**config.mk**
```make
export PLATFORM = sky130hd
export DESIGN_NAME = imu_frame_parser_filter_top
export DESIGN_NICKNAME = d
export VERILOG_FILES = /design/src/hw/rtl/imu_fpf_pkg.sv /design/src/hw/rtl/imu_frame_parser_filter_top.sv /design/src/hw/rtl/imu_fpf_ram.sv
export VERILOG_INCLUDE_DIRS = /design/src /design/src/hw/rtl
export SDC_FILE = /design/constraint.sdc
export NUM_CORES = 2
export LEC_CHECK = 0
export BUFFER_PORTS_ARGS = -buffer_cell sky130_fd_sc_hd__buf_4
export CAP_MARGIN = 40
export CORE_MARGIN = 1
export CORE_UTILIZATION = 54
export DETAILED_ROUTE_END_ITERATION = 8
export GPL_ROUTABILITY_DRIVEN = 0
export PLACE_DENSITY = 0.7
export SYNTH_ARGS = -nofsm -noshare
export SYNTH_HDL_FRONTEND = slang
export SYNTH_SLANG_ARGS = --single-unit
```
**constraint.sdc**
```tcl
create_clock -name clk -period 8.5 [get_ports clk]
set_input_delay 1.7 -clock clk [delete_from_list [all_inputs] [get_ports clk]]
set_output_delay 1.7 -clock clk [all_outputs]
set_load 0.03 [all_outputs]
```
**src/hw/rtl/imu_frame_parser_filter_top_defines.svh**
```systemverilog
// ----------------------------------------------------------------------------
// IMU frame parser assertion macros
// Shorthand for clocked implication checks, disabled in reset.
// ----------------------------------------------------------------------------
`ifndef IMU_FRAME_PARSER_FILTER_TOP_DEFINES_SVH
`define IMU_FRAME_PARSER_FILTER_TOP_DEFINES_SVH

`ifndef SYNTH
// same-cycle implication
`define FPF_ASSERT_SAME(lbl, ante, cons) \
  lbl: assert property (@(posedge clk) disable iff (!rst_n) (ante) |-> (cons)) \
    else $error("imu frame parser check failed");
// next-cycle implication
`define FPF_ASSERT_NEXT(lbl, ante, cons) \
  lbl: assert property (@(posedge clk) disable iff (!rst_n) (ante) |=> (cons)) \
    else $error("imu frame parser check failed");
`else
`define FPF_ASSERT_SAME(lbl, ante, cons)
`define FPF_ASSERT_NEXT(lbl, ante, cons)
`endif

`endif

```
**src/hw/rtl/imu_fpf_pkg.sv**
```systemverilog
// ----------------------------------------------------------------------------
// IMU frame parser package
// Word types, frame layout constants and status codes.
// ----------------------------------------------------------------------------
`default_nettype none

package imu_fpf_pkg;

  localparam int FRAME_DEPTH = 47;
  localparam int IDX_W       = 6;

  typedef struct packed {
    logic       op;
    logic [7:0] data_byte;
  } in_word_t;

  typedef struct packed {
    logic [2:0]  status;
    logic        online;
    logic [31:0] accel_x;
    logic [31:0] accel_y;
    logic [31:0] accel_z;
    logic [31:0] gyro_y;
    logic [31:0] gyro_z;
    logic [31:0] yaw_raw;
    logic [31:0] roll_smoothed;
    logic [31:0] pitch_smoothed;
    logic [31:0] rate_smoothed;
    logic [31:0] rate_change_smoothed;
  } out_word_t;

  typedef enum logic [1:0] {
    PH_HUNT    = 2'd0,
    PH_HDR2    = 2'd1,
    PH_COLLECT = 2'd2
  } phase_t;

  typedef enum logic [3:0] {
    SQ_IDLE  = 4'd0,
    SQ_FETCH = 4'd1,
    SQ_DRAIN = 4'd2,
    SQ_DIFF  = 4'd3,
    SQ_MLO   = 4'd4,
    SQ_MHI   = 4'd5,
    SQ_RND   = 4'd6,
    SQ_UPD   = 4'd7,
    SQ_DXD   = 4'd8,
    SQ_DXS   = 4'd9,
    SQ_OUT   = 4'd10
  } seq_state_t;

  localparam logic OP_BYTE = 1'b0;
  localparam logic OP_TICK = 1'b1;

  localparam logic [2:0] STAT_OK   = 3'd0;
  localparam logic [2:0] STAT_CSUM = 3'd1;
  localparam logic [2:0] STAT_ID   = 3'd2;
  localparam logic [2:0] STAT_LEN  = 3'd3;
  localparam logic [2:0] STAT_TICK = 3'd4;

  localparam logic [1:0] CFG_GAIN  = 2'd0;
  localparam logic [1:0] CFG_RATE  = 2'd1;
  localparam logic [1:0] CFG_LIMIT = 2'd2;

  localparam logic [7:0] HDR_FIRST  = 8'h59;
  localparam logic [7:0] HDR_SECOND = 8'h53;
  localparam logic [7:0] ID_ACC     = 8'h10;
  localparam logic [7:0] ID_GYRO    = 8'h20;
  localparam logic [7:0] ID_ANGLE   = 8'h40;
  localparam logic [7:0] FRAME_LEN  = 8'h2A;
  localparam logic [7:0] BLOCK_LEN  = 8'h0C;

  // byte positions inside the frame
  localparam logic [IDX_W-1:0] POS_FIRST     = 6'd2;
  localparam logic [IDX_W-1:0] POS_LEN       = 6'd4;
  localparam logic [IDX_W-1:0] POS_ACC_ID    = 6'd5;
  localparam logic [IDX_W-1:0] POS_ACC_LEN   = 6'd6;
  localparam logic [IDX_W-1:0] POS_GYRO_ID   = 6'd19;
  localparam logic [IDX_W-1:0] POS_GYRO_LEN  = 6'd20;
  localparam logic [IDX_W-1:0] POS_ANGLE_ID  = 6'd33;
  localparam logic [IDX_W-1:0] POS_ANGLE_LEN = 6'd34;
  localparam logic [IDX_W-1:0] POS_CHK_A     = 6'd47;
  localparam logic [IDX_W-1:0] POS_CHK_B     = 6'd48;

  // fetched words, in fetch order
  localparam int NUM_WORDS = 9;
  localparam logic [3:0] W_GX    = 4'd3;
  localparam logic [3:0] W_PITCH = 4'd6;
  localparam logic [3:0] W_ROLL  = 4'd7;
  localparam logic [5:0] FETCH_LAST = 6'd35;

  // filter slots
  localparam logic [1:0] F_ROLL  = 2'd0;
  localparam logic [1:0] F_PITCH = 2'd1;
  localparam logic [1:0] F_RCHG  = 2'd2;
  localparam logic [1:0] F_RATE  = 2'd3;

  localparam logic [31:0] FILT_RESET = 32'd1000000;

  // first byte address of each fetched little-endian word
  function automatic logic [IDX_W-1:0] fetch_base(input logic [3:0] w);
    logic [IDX_W-1:0] a;
    case (w)
      4'd0:    a = 6'd7;
      4'd1:    a = 6'd11;
      4'd2:    a = 6'd15;
      4'd3:    a = 6'd21;
      4'd4:    a = 6'd25;
      4'd5:    a = 6'd29;
      4'd6:    a = 6'd35;
      4'd7:    a = 6'd39;
      4'd8:    a = 6'd43;
      default: a = 6'd7;
    endcase
    return a;
  endfunction

endpackage

`default_nettype wire

```
**src/hw/rtl/imu_frame_parser_filter_top.sv**
```systemverilog
// ----------------------------------------------------------------------------
// IMU frame parser and smoothing filter
// Parses 49-byte sensor frames from a UART byte stream and filters angles and gyro rate.
// ----------------------------------------------------------------------------
// Usage:
//   in_word carries one item per handshake: a received byte (op 0) or a
//   poll tick (op 1). out_word carries one result per tick and per frame
//   end. Both channels move a word at an edge with valid high, stall low.
//   Configuration writes go through cfg_we/cfg_index/cfg_wdata while idle.
// Results and sequencing:
//   A byte gives no result, except the last byte of a frame. A tick, or a
//   frame that fails its checks, gives its result in the cycle after it is
//   taken. After the last byte of a good frame come 36 reads of the frame
//   RAM (one byte per cycle, single read port) and a drain step, then one
//   shared 23x18 multiplier runs the derivative and the four filters, then
//   an output step. Input stalls during that sequence.
// Reset:
//   rst_n low clears the parser to hunting, the filters to 1000000, the
//   online flag, and restores the register defaults. The frame RAM keeps
//   old bytes; every frame rewrites the bytes that it reads.
// Receiver stall:
//   A result waits in the output register; while the receiver stalls it,
//   input stalls too, whether or not the next word gives a result.
// ----------------------------------------------------------------------------
`default_nettype none

`include "imu_frame_parser_filter_top_defines.svh"

module imu_frame_parser_filter_top
  import imu_fpf_pkg::*;
(
  input  wire logic        clk,
  input  wire logic        rst_n,
  input  wire logic        in_valid,
  output logic             in_stall,
  input  wire in_word_t    in_word,
  output logic             out_valid,
  input  wire logic        out_stall,
  output out_word_t        out_word,
  input  wire logic        cfg_we,
  input  wire logic [1:0]  cfg_index,
  input  wire logic [15:0] cfg_wdata
);

  // configuration
  logic [15:0] gain_r;
  logic [9:0]  rate_scale_r;
  logic [7:0]  limit_r;

  // parser state
  phase_t           phase_r;
  logic [IDX_W-1:0] idx_r;
  logic [7:0]       sum_a_r;
  logic [7:0]       sum_b_r;
  logic             id_bad_r;
  logic             len_bad_r;
  logic [7:0]       poll_r;
  logic             online_r;

  // filter sequencer
  seq_state_t       seq_r;
  seq_state_t       seq_nxt;
  logic [5:0]       fc_r;
  logic             rd_vld_r;
  logic [5:0]       rd_cnt_r;
  logic [23:0]      word_sh_r;
  logic [31:0]      word_r [NUM_WORDS];
  logic [1:0]       f_r;
  logic             dx_mode_r;
  logic [43:0]      d_r;
  logic [43:0]      dx_r;
  logic [40:0]      p_lo_r;
  logic [40:0]      p_hi_r;
  logic [46:0]      rnd_r;
  logic [31:0]      st_r [4];

  // output register
  logic             out_valid_r;
  out_word_t        out_word_r;

  // RAM port
  logic             ram_we;
  logic [IDX_W-1:0] ram_raddr;
  logic [7:0]       ram_rdata;

  logic             in_acc;
  logic             slot_free;
  logic             is_byte;
  logic             is_tick;
  logic [7:0]       b;
  logic [7:0]       sum_a_inc;
  logic             end_byte;
  logic             csum_bad;
  logic             frame_good;
  logic [7:0]       poll_inc;
  logic             poll_over;
  logic [8:0]       lim_sum;

  logic signed [22:0] mul_a;
  logic signed [17:0] mul_b;
  logic signed [40:0] mul_p;
  logic [61:0]        prod_sum;
  logic [61:0]        rnd_sum;
  logic [43:0]        x_sel;
  logic [31:0]        s_sel;
  logic [47:0]        upd_sum;
  logic [31:0]        upd_sat;

  // --------------------------------------------------------------------------
  // Handshake
  // --------------------------------------------------------------------------
  // The output register is free at an edge when it is empty or being taken.
  assign slot_free = !out_valid_r || !out_stall;
  assign in_stall  = (seq_r != SQ_IDLE) || !slot_free;
  assign in_acc    = in_valid && !in_stall;
  assign out_valid = out_valid_r;
  assign out_word  = out_word_r;

  assign b        = in_word.data_byte;
  assign is_tick  = in_acc && (in_word.op == OP_TICK);
  assign is_byte  = in_acc && (in_word.op == OP_BYTE);
  assign end_byte = is_byte && (phase_r == PH_COLLECT) && (idx_r == POS_CHK_B);

  // Fletcher pair: the first check byte is folded into sum_a, so a good
  // frame leaves sum_a at zero and sum_b equal to the second check byte.
  assign sum_a_inc  = sum_a_r + b;
  assign csum_bad   = (sum_a_r != 8'd0) || (sum_b_r != b);
  assign frame_good = end_byte && !csum_bad && !id_bad_r && !len_bad_r;

  // Poll aging: saturating count, then fall back to limit + 10.
  assign poll_inc  = (poll_r != 8'hFF) ? poll_r + 8'd1 : 8'hFF;
  assign poll_over = poll_inc > limit_r;
  assign lim_sum   = {1'b0, limit_r} + 9'd10;

  // --------------------------------------------------------------------------
  // Frame RAM: bytes 2..46 of the current frame
  // --------------------------------------------------------------------------
  assign ram_we    = is_byte && (phase_r == PH_COLLECT) && (idx_r < POS_CHK_A);
  assign ram_raddr = fetch_base(fc_r[5:2]) + {4'd0, fc_r[1:0]};

  imu_fpf_ram #(
    .WIDTH (8),
    .DEPTH (FRAME_DEPTH)
  ) u_frame_ram (
    .clk   (clk),
    .we    (ram_we),
    .waddr (idx_r),
    .wdata (b),
    .raddr (ram_raddr),
    .rdata (ram_rdata)
  );

  // --------------------------------------------------------------------------
  // Configuration
  // --------------------------------------------------------------------------
  always_ff @(posedge clk) begin
    if (!rst_n) begin
      gain_r       <= 16'd32440;
      rate_scale_r <= 10'd50;
      limit_r      <= 8'd10;
    end else if (cfg_we) begin
      case (cfg_index)
        CFG_GAIN:  gain_r       <= cfg_wdata;
        CFG_RATE:  rate_scale_r <= cfg_wdata[9:0];
        CFG_LIMIT: limit_r      <= cfg_wdata[7:0];
        default:   ;
      endcase
    end
  end

  // --------------------------------------------------------------------------
  // Byte parser, tick aging and online flag
  // --------------------------------------------------------------------------
  always_ff @(posedge clk) begin
    if (!rst_n) begin
      phase_r   <= PH_HUNT;
      idx_r     <= '0;
      sum_a_r   <= '0;
      sum_b_r   <= '0;
      id_bad_r  <= 1'b0;
      len_bad_r <= 1'b0;
      poll_r    <= 8'd1;
      online_r  <= 1'b0;
    end else begin
      if (is_tick) begin
        if (poll_over) begin
          poll_r   <= lim_sum[8] ? 8'hFF : lim_sum[7:0];
          online_r <= 1'b0;
        end else begin
          poll_r <= poll_inc;
        end
      end else if (is_byte) begin
        case (phase_r)
          PH_HDR2: begin
            if (b == HDR_SECOND) begin
              phase_r   <= PH_COLLECT;
              idx_r     <= POS_FIRST;
              sum_a_r   <= '0;
              sum_b_r   <= '0;
              id_bad_r  <= 1'b0;
              len_bad_r <= 1'b0;
            end else if (b != HDR_FIRST) begin
              phase_r <= PH_HUNT;
            end
          end
          PH_COLLECT: begin
            if (idx_r < POS_CHK_A) begin
              sum_a_r <= sum_a_inc;
              sum_b_r <= sum_b_r + sum_a_inc;
              idx_r   <= idx_r + 6'd1;
              // check ids and lengths on the fly
              case (idx_r)
                POS_LEN:       if (b != FRAME_LEN) len_bad_r <= 1'b1;
                POS_ACC_ID:    if (b != ID_ACC)    id_bad_r  <= 1'b1;
                POS_ACC_LEN:   if (b != BLOCK_LEN) len_bad_r <= 1'b1;
                POS_GYRO_ID:   if (b != ID_GYRO)   id_bad_r  <= 1'b1;
                POS_GYRO_LEN:  if (b != BLOCK_LEN) len_bad_r <= 1'b1;
                POS_ANGLE_ID:  if (b != ID_ANGLE)  id_bad_r  <= 1'b1;
                POS_ANGLE_LEN: if (b != BLOCK_LEN) len_bad_r <= 1'b1;
                default:       ;
              endcase
            end else if (idx_r == POS_CHK_A) begin
              sum_a_r <= sum_a_r ^ b;
              idx_r   <= idx_r + 6'd1;
            end else begin
              phase_r <= PH_HUNT;
              idx_r   <= '0;
            end
          end
          default: begin
            phase_r <= (b == HDR_FIRST) ? PH_HDR2 : PH_HUNT;
          end
        endcase
      end
      // a good frame revives the link once its filters are done
      if (seq_r == SQ_OUT && slot_free) begin
        online_r <= 1'b1;
        poll_r   <= 8'd1;
      end
    end
  end

  // --------------------------------------------------------------------------
  // Filter sequencer
  // --------------------------------------------------------------------------
  always_ff @(posedge clk) begin
    if (!rst_n) begin
      seq_r <= SQ_IDLE;
    end else begin
      seq_r <= seq_nxt;
    end
  end

  always_comb begin
    seq_nxt = seq_r;
    case (seq_r)
      SQ_IDLE:  if (frame_good) seq_nxt = SQ_FETCH;
      SQ_FETCH: if (fc_r == FETCH_LAST) seq_nxt = SQ_DRAIN;
      SQ_DRAIN: seq_nxt = SQ_DIFF;
      SQ_DIFF:  seq_nxt = SQ_MLO;
      SQ_MLO:   seq_nxt = SQ_MHI;
      SQ_MHI:   seq_nxt = dx_mode_r ? SQ_DXS : SQ_RND;
      SQ_RND:   seq_nxt = SQ_UPD;
      SQ_UPD: begin
        if (f_r == F_PITCH) begin
          seq_nxt = SQ_DXD;
        end else if (f_r == F_RATE) begin
          seq_nxt = SQ_OUT;
        end else begin
          seq_nxt = SQ_DIFF;
        end
      end
      SQ_DXD:   seq_nxt = SQ_MLO;
      SQ_DXS:   seq_nxt = SQ_DIFF;
      SQ_OUT:   if (slot_free) seq_nxt = SQ_IDLE;
      default:  seq_nxt = SQ_IDLE;
    endcase
  end

  // Shared multiplier: a 44-bit operand goes in two 22-bit halves.
  assign mul_a = (seq_r == SQ_MHI) ? $signed({d_r[43], d_r[43:22]})
                                   : $signed({1'b0, d_r[21:0]});
  assign mul_b = dx_mode_r ? $signed({8'd0, rate_scale_r}) : $signed({2'd0, gain_r});
  assign mul_p = mul_a * mul_b;

  assign prod_sum = ({{21{p_hi_r[40]}}, p_hi_r} << 22) + {{21{p_lo_r[40]}}, p_lo_r};
  // round half up: floor((v + 2^14) / 2^15)
  assign rnd_sum  = prod_sum + 62'd16384;

  always_comb begin
    case (f_r)
      F_ROLL:  x_sel = {{12{word_r[W_ROLL][31]}}, word_r[W_ROLL]};
      F_PITCH: x_sel = {{12{word_r[W_PITCH][31]}}, word_r[W_PITCH]};
      F_RCHG:  x_sel = dx_r;
      default: x_sel = {{12{word_r[W_GX][31]}}, word_r[W_GX]};
    endcase
  end

  assign s_sel   = st_r[f_r];
  assign upd_sum = {{16{s_sel[31]}}, s_sel} + {rnd_r[46], rnd_r};

  always_comb begin
    if (upd_sum[47:31] == {17{upd_sum[47]}}) begin
      upd_sat = upd_sum[31:0];
    end else if (upd_sum[47]) begin
      upd_sat = 32'h8000_0000;
    end else begin
      upd_sat = 32'h7FFF_FFFF;
    end
  end

  always_ff @(posedge clk) begin
    if (!rst_n) begin
      fc_r      <= '0;
      rd_vld_r  <= 1'b0;
      f_r       <= F_ROLL;
      dx_mode_r <= 1'b0;
      for (int k = 0; k < 4; k++) begin
        st_r[k] <= FILT_RESET;
      end
    end else begin
      rd_vld_r <= (seq_r == SQ_FETCH);
      rd_cnt_r <= fc_r;
      // assemble little-endian words as bytes return from the RAM
      if (rd_vld_r) begin
        word_sh_r <= {ram_rdata, word_sh_r[23:8]};
        if (rd_cnt_r[1:0] == 2'd3) begin
          word_r[rd_cnt_r[5:2]] <= {ram_rdata, word_sh_r};
        end
      end
      case (seq_r)
        SQ_IDLE: begin
          fc_r      <= '0;
          f_r       <= F_ROLL;
          dx_mode_r <= 1'b0;
        end
        SQ_FETCH: fc_r   <= fc_r + 6'd1;
        SQ_DIFF:  d_r    <= x_sel - {{12{s_sel[31]}}, s_sel};
        SQ_MLO:   p_lo_r <= mul_p;
        SQ_MHI:   p_hi_r <= mul_p;
        SQ_RND:   rnd_r  <= rnd_sum[61:15];
        SQ_UPD: begin
          st_r[f_r] <= upd_sat;
          f_r       <= f_r + 2'd1;
        end
        SQ_DXD: begin
          // derivative input uses the rate state before its update
          d_r       <= {{12{word_r[W_GX][31]}}, word_r[W_GX]}
                     - {{12{st_r[F_RATE][31]}}, st_r[F_RATE]};
          dx_mode_r <= 1'b1;
        end
        SQ_DXS: begin
          dx_r      <= prod_sum[43:0];
          dx_mode_r <= 1'b0;
        end
        default: ;
      endcase
    end
  end

  // --------------------------------------------------------------------------
  // Output register
  // --------------------------------------------------------------------------
  always_ff @(posedge clk) begin
    if (!rst_n) begin
      out_valid_r <= 1'b0;
    end else if (is_tick || (end_byte && !frame_good)) begin
      out_valid_r <= 1'b1;
    end else if (seq_r == SQ_OUT && slot_free) begin
      out_valid_r <= 1'b1;
    end else if (!out_stall) begin
      out_valid_r <= 1'b0;
    end
  end

  always_ff @(posedge clk) begin
    if (is_tick || (end_byte && !frame_good)) begin
      if (is_tick) begin
        out_word_r.status <= STAT_TICK;
        out_word_r.online <= poll_over ? 1'b0 : online_r;
      end else begin
        if (csum_bad) begin
          out_word_r.status <= STAT_CSUM;
        end else if (id_bad_r) begin
          out_word_r.status <= STAT_ID;
        end else begin
          out_word_r.status <= STAT_LEN;
        end
        out_word_r.online <= online_r;
      end
      out_word_r.accel_x <= '0;
      out_word_r.accel_y <= '0;
      out_word_r.accel_z <= '0;
      out_word_r.gyro_y  <= '0;
      out_word_r.gyro_z  <= '0;
      out_word_r.yaw_raw <= '0;
      out_word_r.roll_smoothed        <= st_r[F_ROLL];
      out_word_r.pitch_smoothed       <= st_r[F_PITCH];
      out_word_r.rate_smoothed        <= st_r[F_RATE];
      out_word_r.rate_change_smoothed <= st_r[F_RCHG];
    end else if (seq_r == SQ_OUT && slot_free) begin
      out_word_r.status  <= STAT_OK;
      out_word_r.online  <= 1'b1;
      out_word_r.accel_x <= word_r[0];
      out_word_r.accel_y <= word_r[1];
      out_word_r.accel_z <= word_r[2];
      out_word_r.gyro_y  <= word_r[4];
      out_word_r.gyro_z  <= word_r[5];
      out_word_r.yaw_raw <= word_r[8];
      out_word_r.roll_smoothed        <= st_r[F_ROLL];
      out_word_r.pitch_smoothed       <= st_r[F_PITCH];
      out_word_r.rate_smoothed        <= st_r[F_RATE];
      out_word_r.rate_change_smoothed <= st_r[F_RCHG];
    end
  end

  // --------------------------------------------------------------------------
  // Assertions
  // --------------------------------------------------------------------------
  `FPF_ASSERT_NEXT(a_good_frame_starts_seq, frame_good, seq_r == SQ_FETCH)
  `FPF_ASSERT_NEXT(a_tick_reports, is_tick, out_valid_r && out_word_r.status == STAT_TICK)
  `FPF_ASSERT_NEXT(a_seq_out_ok, seq_r == SQ_OUT && slot_free,
                   out_valid_r && out_word_r.status == STAT_OK && out_word_r.online)
  `FPF_ASSERT_SAME(a_idx_range, phase_r == PH_COLLECT,
                   idx_r >= POS_FIRST && idx_r <= POS_CHK_B)
  `FPF_ASSERT_SAME(a_fetch_range, seq_r == SQ_FETCH, fc_r <= FETCH_LAST)

endmodule

`default_nettype wire

```
**src/hw/rtl/imu_fpf_ram.sv**
```systemverilog
// ----------------------------------------------------------------------------
// IMU frame parser RAM
// Generic single-write, single-read RAM with registered read data.
// ----------------------------------------------------------------------------
`default_nettype none

module imu_fpf_ram #(
  parameter int WIDTH = 8,
  parameter int DEPTH = 47
) (
  input  wire logic                     clk,
  input  wire logic                     we,
  input  wire logic [$clog2(DEPTH)-1:0] waddr,
  input  wire logic [WIDTH-1:0]         wdata,
  input  wire logic [$clog2(DEPTH)-1:0] raddr,
  output logic      [WIDTH-1:0]         rdata
);

  logic [WIDTH-1:0] mem [DEPTH];

  always_ff @(posedge clk) begin
    if (we) begin
      mem[waddr] <= wdata;
    end
    rdata <= mem[raddr];
  end

endmodule

`default_nettype wire

```
# Yosys cells after proc, flatten, opt, wreduce, memory -nomap -nowiden
# Memories as Yosys holds them, arrays and structs flattened. A register that Yosys moved wholly into a read port is not among the register bits.
# Cells that the tools add are included.
[word_totals]
reg_bits = 653
mem_bits_rw = 792
mem_bits_ro = 80
inputBits = 32
wordCells = 248
mem_count = 4
[op_classes]
addsub = 13
mul = 1
order_cmp = 2
n_eq_ne = 56
n_mux = 75
n_bitwise = 4
reduce_logical = 57
[memory_table]
columns = ["memory", "depth", "word_bits", "read_ports", "rd_ports_with_merged_regs", "wr", "line_no", "source"]
rows = [
  ["u_frame_ram.mem", 47, 8, 1, 1, 1, "imu_fpf_ram.sv:19", "logic [WIDTH-1:0] mem [DEPTH];"],
  ["word_r", 9, 32, 9, 0, 1, "imu_frame_parser_filter_top.sv:67", "logic [31:0] word_r [NUM_WORDS];"],
  ["st_r", 4, 32, 5, 1, 4, "imu_frame_parser_filter_top.sv:75", "logic [31:0] st_r [4];"],
  ["(name not given)", 16, 5, 1, 1, 0, "imu_fpf_pkg.sv:103", "case (w)"],
]
[ops]
columns = ["cell", "count"]
rows = [
  ["2-to-1 mux 324 bit", 2],
  ["case mux 44 bit (3 select lines)", 1],
  ["2-to-1 mux 32 bit", 3],
  ["case mux 44 bit (2 select lines)", 1],
  ["adder 62 x 15 -> 62 bit (second input constant)", 1],
  ["adder 62 bit", 1],
  ["2-to-1 mux 8 bit", 7],
  ["adder 32 x 47 -> 48 bit", 1],
  ["subtractor 44 bit", 1],
  ["multiplier 23 x 17 -> 40 bit", 1],
  ["2-to-1 mux 4 bit", 9],
  ["case mux 4 bit (9 select lines)", 1],
  ["subtractor 32 x 32 -> 33 bit", 1],
  ["case mux 8 bit (2 select lines)", 2],
  ["OR reduction 32 bit", 1],
  ["== test 6 bit (second input constant)", 5],
  ["2-to-1 mux 1 bit", 27],
  ["case mux 6 bit (2 select lines)", 2],
  ["2-to-1 mux 23 bit", 1],
  ["== test 6 x 3 -> 1 bit (second input constant)", 3],
  ["2-to-1 mux 6 bit", 3],
  ["AND reduction 2 bit", 9],
  ["adder 8 bit", 2],
  ["== test 16 bit", 1],
  ["49 further kinds", 122],
]

# Logic depth before layout (Yosys ltp)
[depth]
ltp_word = 16
mapped_depth = 32
ltp_nobuf = 30

# Modules after synthesis
# From an unflattened synthesis, not the netlist that was laid out.
[hier_totals]
cells_unflattened = 6800
hier_area_um2 = 78278.8
[modules_own_cells]
columns = ["mod", "n_inst", "cells_per_inst", "area_each_um2", "seq_area_each_um2"]
rows = [
  ["imu_frame_parser_filter_top", 1, 5961, 63196.9, 29478.3],
  ["imu_fpf_ram", 1, 839, 15082.0, 11451.0],
]

# Worst setup path before layout
# No wires, ideal clock.
[synth_path]
path_type = "register to register"
startpoint = "register seq_r[1]"
endpoint = "register p_hi_r[39] (data pin)"
setup_ns = 0.264
t_arrival_ns = 8.109
required_time_ns = 8.236
setup_slack_ns = 0.126
stages_incl_launch_ff = 31
path_buffers = 3
period_less_slack_ns = 8.374
cell_sequence = "dfxtp_1 clkbuf_1 nand2b_1 nor2_1 clkbuf_1 buf_1 mux2i_1 nor2_1 fa_1 inv_1 fa_1 fa_1 inv_1 fa_1 fa_1 inv_1 fa_1 inv_1 ha_1 a21o_1 a21o_1 a21oi_1 o21bai_1 a211o_1 a211o_1 a21oi_1 a211oi_1 or3_1 a31o_2 a21oi_1 xnor2_1"
[synth_via]
elab_chain_cells = 3
[synth_rtl]
columns = ["element", "line_no", "source"]
rows = [
  ["start: declaration", "imu_frame_parser_filter_top.sv:61", "seq_state_t seq_r;"],
  ["start signal: assignment", "imu_frame_parser_filter_top.sv:250", "seq_r <= seq_nxt;"],
  ["== test 4 x 3 -> 1 bit", "imu_frame_parser_filter_top.sv:281", "assign mul_a = (seq_r == SQ_MHI) ? $signed({d_r[43], d_r[43:22]})"],
  ["2-to-1 mux 23 bit", "imu_frame_parser_filter_top.sv:281", ""],
  ["multiplier 23 x 17 -> 40 bit", "imu_frame_parser_filter_top.sv:284", "assign mul_p = mul_a * mul_b;"],
  ["named net mul_p[39]", "imu_frame_parser_filter_top.sv:101", "logic signed [40:0] mul_p;"],
  ["end signal: assignment", "imu_frame_parser_filter_top.sv:340", "SQ_MHI: p_hi_r <= mul_p;"],
  ["end: declaration", "imu_frame_parser_filter_top.sv:73", "logic [40:0] p_hi_r;"],
]
# The timed path passes the listed nets, and every way through them passes these cells.
# A chain may end at the register's enable or synchronous reset.

# Worst setup path in the final report
[layout_path]
startpoint = "register seq_r[1]"
endpoint = "register, netlist name p_lo_r[39]"
[layout_via]
elab_chain_cells = 3
[layout_rtl]
columns = ["element", "line_no"]
rows = [
  ["== test 4 x 3 -> 1 bit", "imu_frame_parser_filter_top.sv:281"],
  ["2-to-1 mux 23 bit", "imu_frame_parser_filter_top.sv:281"],
  ["multiplier 23 x 17 -> 40 bit", "imu_frame_parser_filter_top.sv:284"],
  ["named net mul_p[39]", "imu_frame_parser_filter_top.sv:101"],
]
# The timed path passes the listed nets, and every way through them passes these cells.

==> run summary <==
• largest net degree at the start of global routing: 193
• core region area: 144000 um2
• largest fanout of any net on the critical path: 15
• initial DRC count: 5771
• highest clock rate: 0.125 GHz
• Slew HR: 32.5%
• setup slack of the critical path after layout: 0.523 ns
• total non-filler cell area in the finished layout: 88300 um2
• switching component of the power: 6.20 mW
• total internal power: 13.8 mW
• overall die area: 146000 um2
• shortest period the worst path allows: 7.98 ns
• power share of the sequential group: 41.7%
• final setup violating endpoints: 0
• # nets final: 7670
• first drt pass iteration count: 9
• share of the clock period used by the worst path after layout: 93.8%
• power density over the cells: 226 nW/um2
• Tot GR Track Use: 28.8%
• Cell Area, Synth: 78200 um2
• TritonCTS clock tree: yes
• violated checks: design-rule violations
• Post-Synthesis Net Count: 7332
• sequential area share after synthesis: 52.3%
• Final Routed Wirelength: 214000 um
• Worst Path Arrival: 8.51 ns
• count of nets left with antenna violations after detail routing: 0
• share of flip-flops with an asynchronous set or reset after synthesis: 0%
• placed cell area: 83200 um2
• overall via count from detail_route: 53318
• clock latency at the later pin of the worst-skew pair: 0.83 ns
• count of flip-flops with a built-in enable after synthesis: 1169
• Synth Instances: 6629
• site row count: 139
• total half-perimeter wirelength after legalization and detailed placement: 155000 um
• Slowest Stage Delay on Critical Path: 0.56 ns
• CTS HTree Levels: 4
• area added between synthesis and finish: 12.9%
• Synth Warn #: 0
• overflow left after global routing: 0
• Synth Area per Inst: 11.8 um2
• mean number of vias per cell: 5.93
• overall power after layout: 20.0 mW
• via count of the first global-routing pass: 51360
• proportion of layout cells with a drive suffix above 1: 13.2%
• antenna violations before repair: 10
• path type of the worst min-delay path: reg -> reg
• clock network fraction of total power: 32.8%
• cell at the slowest stage of the critical path: fa_1
• unrepaired setup endpoints after global routing: false
• Boundary Pins: 358
• height of the die: 383 um
• width of the chip: 383 um
• drt wl/cell: 23.8 um
• kind of end point of the critical path: flop
• worst voltage drop across the vdd grid: 0.000278 V
• flop and latch count out of synthesis: 1460
• number of buffers inserted during clock tree synthesis: 148
• combinational cell fraction of total power: 25.5%
• DR DRC count: 172
• type of the setup path with the least slack: reg -> reg
• global-route wire length before repair: 316000 um
• most used cell, CP: fa_1
• post-synthesis cell type count: 89
• result of the run: finished with violations
• CTS root buffer: clkbuf_16
• worst-margin pin slew: 1.01 ns
• Clock Sinks: 1460
• minimum hold slack: 0.423 ns
• prevailing post-synth register cell: edfxtp_1
• number of I/O port buffers: 357
• net switching share of the total power: 31.0%
• Setup Skew: 0.0736 ns
• clock transition at the registers of the reported paths: 0.06 ns
• type of origin of the critical path: flop
• aggregate negative setup slack: 0 ns
• worst setup timing slack at the placement stage: 0.230 ns
• total count of max-transition violations in the final report: 0
• total count of hold-check failures in the final report: 0
• Initial Util: 54.4%
• P_leak: 34.3 nW
• max-cap violations: 0
• Max Buffers Root-to-Sink: 3
• Crit path required time: 9.03 ns
-- sequential cells by signal, indices dropped and copies added (netlist names), 10 cells and up, named ones only --
| name | count |
|---|---|
| u_frame_ram.mem | 376 |
| out_word | 324 |
| word_r | 288 |
| st_r | 128 |
| rnd_r | 47 |
| d_r | 44 |
| dx_r | 44 |
| p_hi_r | 40 |
| p_lo_r | 40 |
| word_sh_r | 24 |
| gain_r | 16 |
| rate_scale_r | 10 |
-- metrics by stage --
step                utilization [%]  std cells
CTS                            61.4       8991
detailed placement             57.9       8716
global route                   61.4       8995
finish                         61.4       8998
floorplan                         -       6629
global placement               57.8       8704
-- kinds of logic after synthesis --
logic type	synth area share, %
AO/OA/AOI/OAI	9.79
XOR/XNOR	2.76
adder cells (fa/ha/maj)	14.3
buffers and inverters	4.60
flip-flops	52.3
multiplexers	5.78
AND/OR/NAND/NOR	10.4
-- worst max-delay path, delay by kind of cell (launching register included) --
family | cells | cell delay (ns)
buffers and inverters | 5 | 0.36
XOR/XNOR | 1 | 0.10
AO/OA/AOI/OAI | 10 | 2.07
multiplexers | 1 | 0.45
AND/OR/NAND/NOR | 4 | 0.97
flip-flops | 1 | 0.41
adder cells (fa/ha/maj) | 7 | 3.32
-- cell type report --
class                           instances  area [um2]
Fill cell                           11279       55400
Sequential cell                      1460       40900
Multi-Input combinational cell       4232       33800
Clock buffer                          194        3980
Timing Repair Buffer                  475        3680
Inverter                              650        2440
Tap cell                             1903        2380
Clock inverter                         81         997
Antenna cell                            3        7.51
-- metal layers --
metal  up-vias  routed length [um]  track usage (%)
met5         -                  62                0
li1      24061                   -                -
met2      2431               99300             45.3
met1     26359               85700             38.8
met4         8               10300             13.2
met3       459               18500             5.63
-- cells in the mapped netlist (33+ instances only) --
cell | n | area (um2)
mux4_2 | 143 | 3220
mux2i_1 | 93 | 931
o21ai_0 | 169 | 846
ha_1 | 301 | 3770
nor3_1 | 67 | 335
xor2_1 | 72 | 631
a211oi_1 | 33 | 248
inv_1 | 649 | 2440
nand2b_1 | 41 | 257
and2_1 | 125 | 782
nor2_1 | 385 | 1450
nand3_1 | 106 | 531
o31ai_1 | 106 | 796
o21bai_1 | 34 | 255
edfxtp_1 | 1169 | 35100
nor2b_1 | 34 | 213
nand4_1 | 34 | 213
a21oi_1 | 495 | 2480
a31oi_1 | 37 | 231
a21o_1 | 114 | 856
mux2_2 | 33 | 372
clkbuf_1 | 235 | 882
nand2_1 | 891 | 3340
dfxtp_1 | 291 | 5830
fa_1 | 370 | 7410
xnor2_1 | 174 | 1520
-- cells in the final DEF, fill, tap and decap left out, drive strengths merged, types with 195 or more instances in the layout --
| master | instances |
|---|---|
| inv | 657 |
| ha | 301 |
| clkbuf | 195 |
| fa | 370 |
| nor2 | 386 |
| a21oi | 496 |
| dfxtp | 291 |
| nand2 | 892 |
| edfxtp | 1169 |
| buf | 474 |
-- final timing paths --
check,startpoint,to,slack (ns),cells past startpoint
max,seq_r[1]$_SDFFE_PN0P_,p_lo_r[39]$_DFFE_PP_,0.52,28
min,p_lo_r[1]$_DFFE_PP_,dx_r[1]$_DFFE_PP_,0.42,0
min reg2reg,p_lo_r[1]$_DFFE_PP_,dx_r[1]$_DFFE_PP_,0.42,0
max reg2reg,seq_r[1]$_SDFFE_PN0P_,p_lo_r[39]$_DFFE_PP_,0.52,28
-- what timing repair did --
action,4_1_cts,5_1_grt
buffers inserted,0,2
hold buffers,0,0
endpoints found under the setup margin,0,6
gates resized for setup,0,3
-- power by group through the flow --
stage	sequential, mW	combinational (mW)	clock (mW)
after floorplan	8.51	3.47	0
after global placement	8.49	4.88	0
after detailed placement	8.49	5.00	0
after CTS	8.33	5.04	6.64
after global routing	8.34	5.59	6.91
final	8.34	5.09	6.56
Note: power is estimated with default switching activity, not from simulation.
